[config.mk]
export PLATFORM = sky130hd
export DESIGN_NAME = ctb_queue
export DESIGN_NICKNAME = d
export VERILOG_FILES = /design/src/rtl/ctb_pkg.sv /design/src/rtl/ctb_queue.sv
export SDC_FILE = /design/constraint.sdc
export NUM_CORES = 1
export LEC_CHECK = 0
export ABC_AREA = 1
export BUFFER_PORTS_ARGS = -buffer_cell sky130_fd_sc_hd__buf_4
export CAP_MARGIN = 20
export CELL_PAD_IN_SITES_DETAIL_PLACEMENT = 1
export CELL_PAD_IN_SITES_GLOBAL_PLACEMENT = 1
export CORE_AREA = 10 10 77 79
export DETAILED_ROUTE_END_ITERATION = 7
export DIE_AREA = 0 0 87 89
export HOLD_SLACK_MARGIN = 0.08
export MAX_ROUTING_LAYER = met4
export PLACE_DENSITY_LB_ADDON = 0.25
export SYNTH_ARGS = -nofsm -noshare
export SYNTH_HDL_FRONTEND = slang
export SYNTH_SLANG_ARGS = --single-unit
[constraint.sdc]
create_clock -name clk -period 6 [get_ports clk]
set_input_delay 0.9 -clock clk [delete_from_list [all_inputs] [get_ports clk]]
set_output_delay 0.9 -clock clk [all_outputs]
set_load 0.005 [all_outputs]
[src/rtl/ctb_pkg.sv]
`default_nettype none
package ctb_pkg;

  // Storage size of the gap buffer in bytes
  localparam int CAPACITY_DEFAULT = 4096;

  // Fixed field widths
  localparam int CMD_W  = 3;
  localparam int CHAR_W = 8;
  localparam int POS_W  = 12;
  localparam int STAT_W = 2;
  localparam int OUT_W  = 13;

  // Command codes on in_command
  localparam logic [CMD_W-1:0] CMD_LEFT  = 3'd0;
  localparam logic [CMD_W-1:0] CMD_RIGHT = 3'd1;
  localparam logic [CMD_W-1:0] CMD_BKSP  = 3'd2;
  localparam logic [CMD_W-1:0] CMD_INS   = 3'd3;
  localparam logic [CMD_W-1:0] CMD_READ  = 3'd4;

  // Status codes on out_status
  localparam logic [STAT_W-1:0] STAT_DONE  = 2'd0;
  localparam logic [STAT_W-1:0] STAT_BOUND = 2'd1;
  localparam logic [STAT_W-1:0] STAT_FULL  = 2'd2;
  localparam logic [STAT_W-1:0] STAT_OOR   = 2'd3;

  // Command queue between front and back
  localparam int QDEPTH = 2;

  // Classified operation
  typedef enum logic [2:0] {
    OP_LEFT,
    OP_RIGHT,
    OP_BKSP,
    OP_INS,
    OP_READ,
    OP_BAD
  } op_t;

  // One queued command
  typedef struct packed {
    op_t               op;
    logic [CHAR_W-1:0] char_in;
    logic [POS_W-1:0]  position;
  } q_entry_t;

  // Back end sequencer
  typedef enum logic {
    ST_IDLE,
    ST_MEM
  } state_t;

endpackage
`default_nettype wire

[src/rtl/ctb_queue.sv]
`default_nettype none
module ctb_queue (
  input  wire logic              clk,
  input  wire logic              rst_n,
  input  wire logic              push,
  input  wire ctb_pkg::q_entry_t push_entry,
  output logic                   full,
  input  wire logic              pop,
  output logic                   valid,
  output ctb_pkg::q_entry_t      entry
);
  import ctb_pkg::*;

  localparam int PW = (QDEPTH > 1) ? $clog2(QDEPTH) : 1;
  localparam int NW = $clog2(QDEPTH + 1);

  q_entry_t        slot_r [QDEPTH];
  logic [PW-1:0]   wr_ptr_r, wr_ptr_nxt;
  logic [PW-1:0]   rd_ptr_r, rd_ptr_nxt;
  logic [NW-1:0]   count_r, count_nxt;
  logic            do_push, do_pop;

  assign full    = (count_r == NW'(QDEPTH));
  assign valid   = (count_r != '0);
  assign entry   = slot_r[rd_ptr_r];
  assign do_push = push && !full;
  assign do_pop  = pop && valid;

  // Pointer and fill count update
  always_comb begin
    wr_ptr_nxt = wr_ptr_r;
    rd_ptr_nxt = rd_ptr_r;
    if (do_push) begin
      wr_ptr_nxt = (wr_ptr_r == PW'(QDEPTH - 1)) ? '0 : wr_ptr_r + PW'(1);
    end
    if (do_pop) begin
      rd_ptr_nxt = (rd_ptr_r == PW'(QDEPTH - 1)) ? '0 : rd_ptr_r + PW'(1);
    end
    count_nxt = count_r + NW'(do_push) - NW'(do_pop);
  end

  always_ff @(posedge clk) begin
    if (!rst_n) begin
      wr_ptr_r <= '0;
      rd_ptr_r <= '0;
      count_r  <= '0;
    end else begin
      wr_ptr_r <= wr_ptr_nxt;
      rd_ptr_r <= rd_ptr_nxt;
      count_r  <= count_nxt;
    end
  end

  // Entry storage
  always_ff @(posedge clk) begin
    if (do_push) begin
      slot_r[wr_ptr_r] <= push_entry;
    end
  end

endmodule
`default_nettype wire

==> flow_metrics.env <==
export IMPL_routed_wirelength_um=3970
export IMPL_rr_endpoint="slot_r[1][8]"
export IMPL_vias_per_cell=4.90
export IMPL_cts_made_buffers=5
export IMPL_place_area_um2=2350
export IMPL_cts_clk_slew_worst_paths_ns=0.08
export IMPL_max_slew_margin_pct=36.7
export IMPL_cts_path_max_buffers=2
export IMPL_fp_dieArea_um2=7740
export IMPL_antenna_found_initial=0
export IMPL_path_cells="buf_16, mux2_2, buf_4"
export IMPL_yosysMostFrequentCell="edfxtp_1"
export IMPL_cts_sinks=51
export IMPL_hold_buffers=0
export IMPL_r2r_start="count_r[0]"
export IMPL_synthesis_nets=138
export IMPL_fmax_mhz=415
export IMPL_hold_viol=0
export IMPL_cts_repair_resized=0
export IMPL_start_kind="flop"
export IMPL_reg2reg_depth=4
export IMPL_final_layout_size_suffix_gt1_share_pct=50.0
export IMPL_reg2reg_slack_ns=4.25
export IMPL_finClkSkew_ns=0.00966
export IMPL_power_total_uw=989
export IMPL_critPathMaxStageDelay_ns=0.51
export IMPL_grt_pass1_vias=1209
export IMPL_ctsHtreeMaxLevel=2
export IMPL_dieWidth_um=87
export IMPL_path_max_fanout=19
export IMPL_grt_max_degree=24
export IMPL_row_count=25
export IMPL_worst_path_max_delay_cell="dfxtp_1"
export IMPL_netlist_top_cells_count="edfxtp_1, mux2_2, inv_1, nand2_1, nor2_1"
export IMPL_finalNetCount=196
export IMPL_track_usage_pct=11.0
export IMPL_areaGrowthSynthToFinish_pct=30.0
export IMPL_portBuffers=51
export IMPL_ys_types=10
export IMPL_cts_root_buf="clkbuf_8"
export IMPL_path_delay_family="flip-flops"
export IMPL_dpl_hpwl_um=2970
export IMPL_status="finished clean"
export IMPL_p_leak_uw=0.000983
export IMPL_hold_end="rd_ptr_r"
export IMPL_setup_viol=0
export IMPL_min_period_ns=2.41
export IMPL_ys_seq_area_share_pct=77.5
export IMPL_ir_drop_v=0.000193
export IMPL_final_area_um2=2480
export IMPL_ant_nets=0
export IMPL_grt_pass1_wl_um=6120
export IMPL_gr_total_overflow=0
export IMPL_synth_warnings=0
export IMPL_postCtsSetupRepairBufs=0
export IMPL_cp_num_buf_inv=2
export IMPL_synthCells=109
export IMPL_wl_per_cell_um=17.9
export IMPL_syn_area_um2=1910
export IMPL_hold_ws_ns=0.519
export IMPL_num_vias=1087
export IMPL_synth_area_leaders="edfxtp_1, mux2_2, dfxtp_1"
export IMPL_ys_async_sr_fraction_pct=0
export IMPL_gp_congestion=0.704
export IMPL_yosysTopAreaCellShare_pct=72.3
export IMPL_hold_path_depth=2
export IMPL_maxCapViolCount=0
export IMPL_arrival_ns=1.51
export IMPL_synth_ff_type="edfxtp_1"
export IMPL_core_region_area_um2=4540
export IMPL_cts_tree="built"
export IMPL_power_density_nw_per_um2=398
export IMPL_synth_seq_cells=51
export IMPL_synth_avg_cell_area_um2=17.5
export IMPL_crit_required_ns=5.10
export IMPL_hold_class="flop to flop"
export IMPL_holdCritStartpoint="rd_ptr_r"
export IMPL_worst_pin_slew_ns=0.948
export IMPL_dieHeight_um=89
export IMPL_slew_viol_final=0
export IMPL_dr_pass1_iters=4
export IMPL_worstSetupPathType="flop to output port"
export IMPL_fillers=446
export IMPL_finalCritPeriodShare_pct=40.2
export IMPL_end_kind="output port"
export IMPL_num_antenna_cells=0
export IMPL_pin_count=52
export IMPL_fin_tns_setup_ns=0
export IMPL_synth_top_cell_by_area="edfxtp_1"
export IMPL_drc=0
export IMPL_drtIter0Drc=69
export IMPL_rsz0062_at_grt="no"
export IMPL_synth_edf_count=46
export IMPL_clk_insertion_delay_late_ns=0.30
export IMPL_start_util_pct=42.1
[worst max path at each step]
stage	startpoint	to	slack, ns	depth (start not counted)
2_1_floorplan	push	slot_r[0][0]	3.65	2
3_3_place_gp	flop	entry[10]	3.49	2
3_5_place_dp	flop	entry[13]	3.50	2
4_1_cts	flop	entry[13]	3.15	2
5_1_grt	flop	entry[21]	3.50	3
6_report	flop	entry[21]	3.59	3
[report_power, final]
group,switching (uW),internal (uW)
Clock,109,122
Combinational,130,154
Sequential,21.6,452
[cell type report]
class	instances	area [um2]	area share (%)
Clock inverter	3	38.8	1.56
Inverter	9	33.8	1.36
Clock buffer	5	68.8	2.77
Tap cell	54	67.6	2.72
Sequential cell	51	1480	59.6
Timing Repair Buffer	53	418	16.8
Multi-Input combinational cell	47	375	15.1
[flip-flops by register name (all words and copies together), names as in the netlist, named ones only]
| register | flops |
|---|---|
| slot_r | 46 |
| count_r | 2 |
| rd_ptr_r | 1 |
| wr_ptr_r | 1 |
[routing by layer]
| metal | vias up | track usage [%] | wire length (um) |
|---|---|---|---|
| li1 | 513 | - | - |
| met1 | 541 | 10.6 | 1450 |
| met2 | 26 | 19.3 | 2250 |
| met3 | 7 | 4.38 | 213 |
| met4 | 0 | 4.42 | 59 |
| met5 | - | - | 0 |
[logic make-up after synthesis]
family,count (synthesis),synth area share (%)
mux,23,13.6
fa+ha+maj,2,1.31
buf+inv,11,2.95
simple gates,20,4.13
compound gates,2,0.524
flops,51,77.5
[stage by stage]
stage	setup slack (ns)	std cells	utilization (%)
4_1_cts	3.15	221	54.2
2_1_floorplan	3.65	109	-
6_report	3.59	222	54.8
5_1_grt	3.50	222	54.8
3_5_place_dp	3.50	213	51.8
3_3_place_gp	3.49	213	51.8
[worst register-to-register path, stage by stage, from the launching register on]
cell     delay [ns]
dfxtp_1        0.36
inv_1          0.06
nand2_1        0.12
nand3_1        0.11
inv_1          0.70
[cell usage in the layout (no fill, tap or decap), drive strengths merged]
| cell | Yosys | layout |
|---|---|---|
| buf | 2 | 53 |
| edfxtp | 46 | 46 |
| mux2 | 23 | 23 |
| inv | 9 | 9 |
| nand2 | 9 | 9 |
| nor2 | 8 | 8 |
| dfxtp | 5 | 5 |
| clkbuf | 0 | 5 |
| nand3 | 3 | 3 |
| a21oi | 2 | 2 |
| ha | 2 | 2 |
| clkinv | 0 | 2 |
| bufinv | 0 | 1 |
Power figures use the tool's default switching activity.
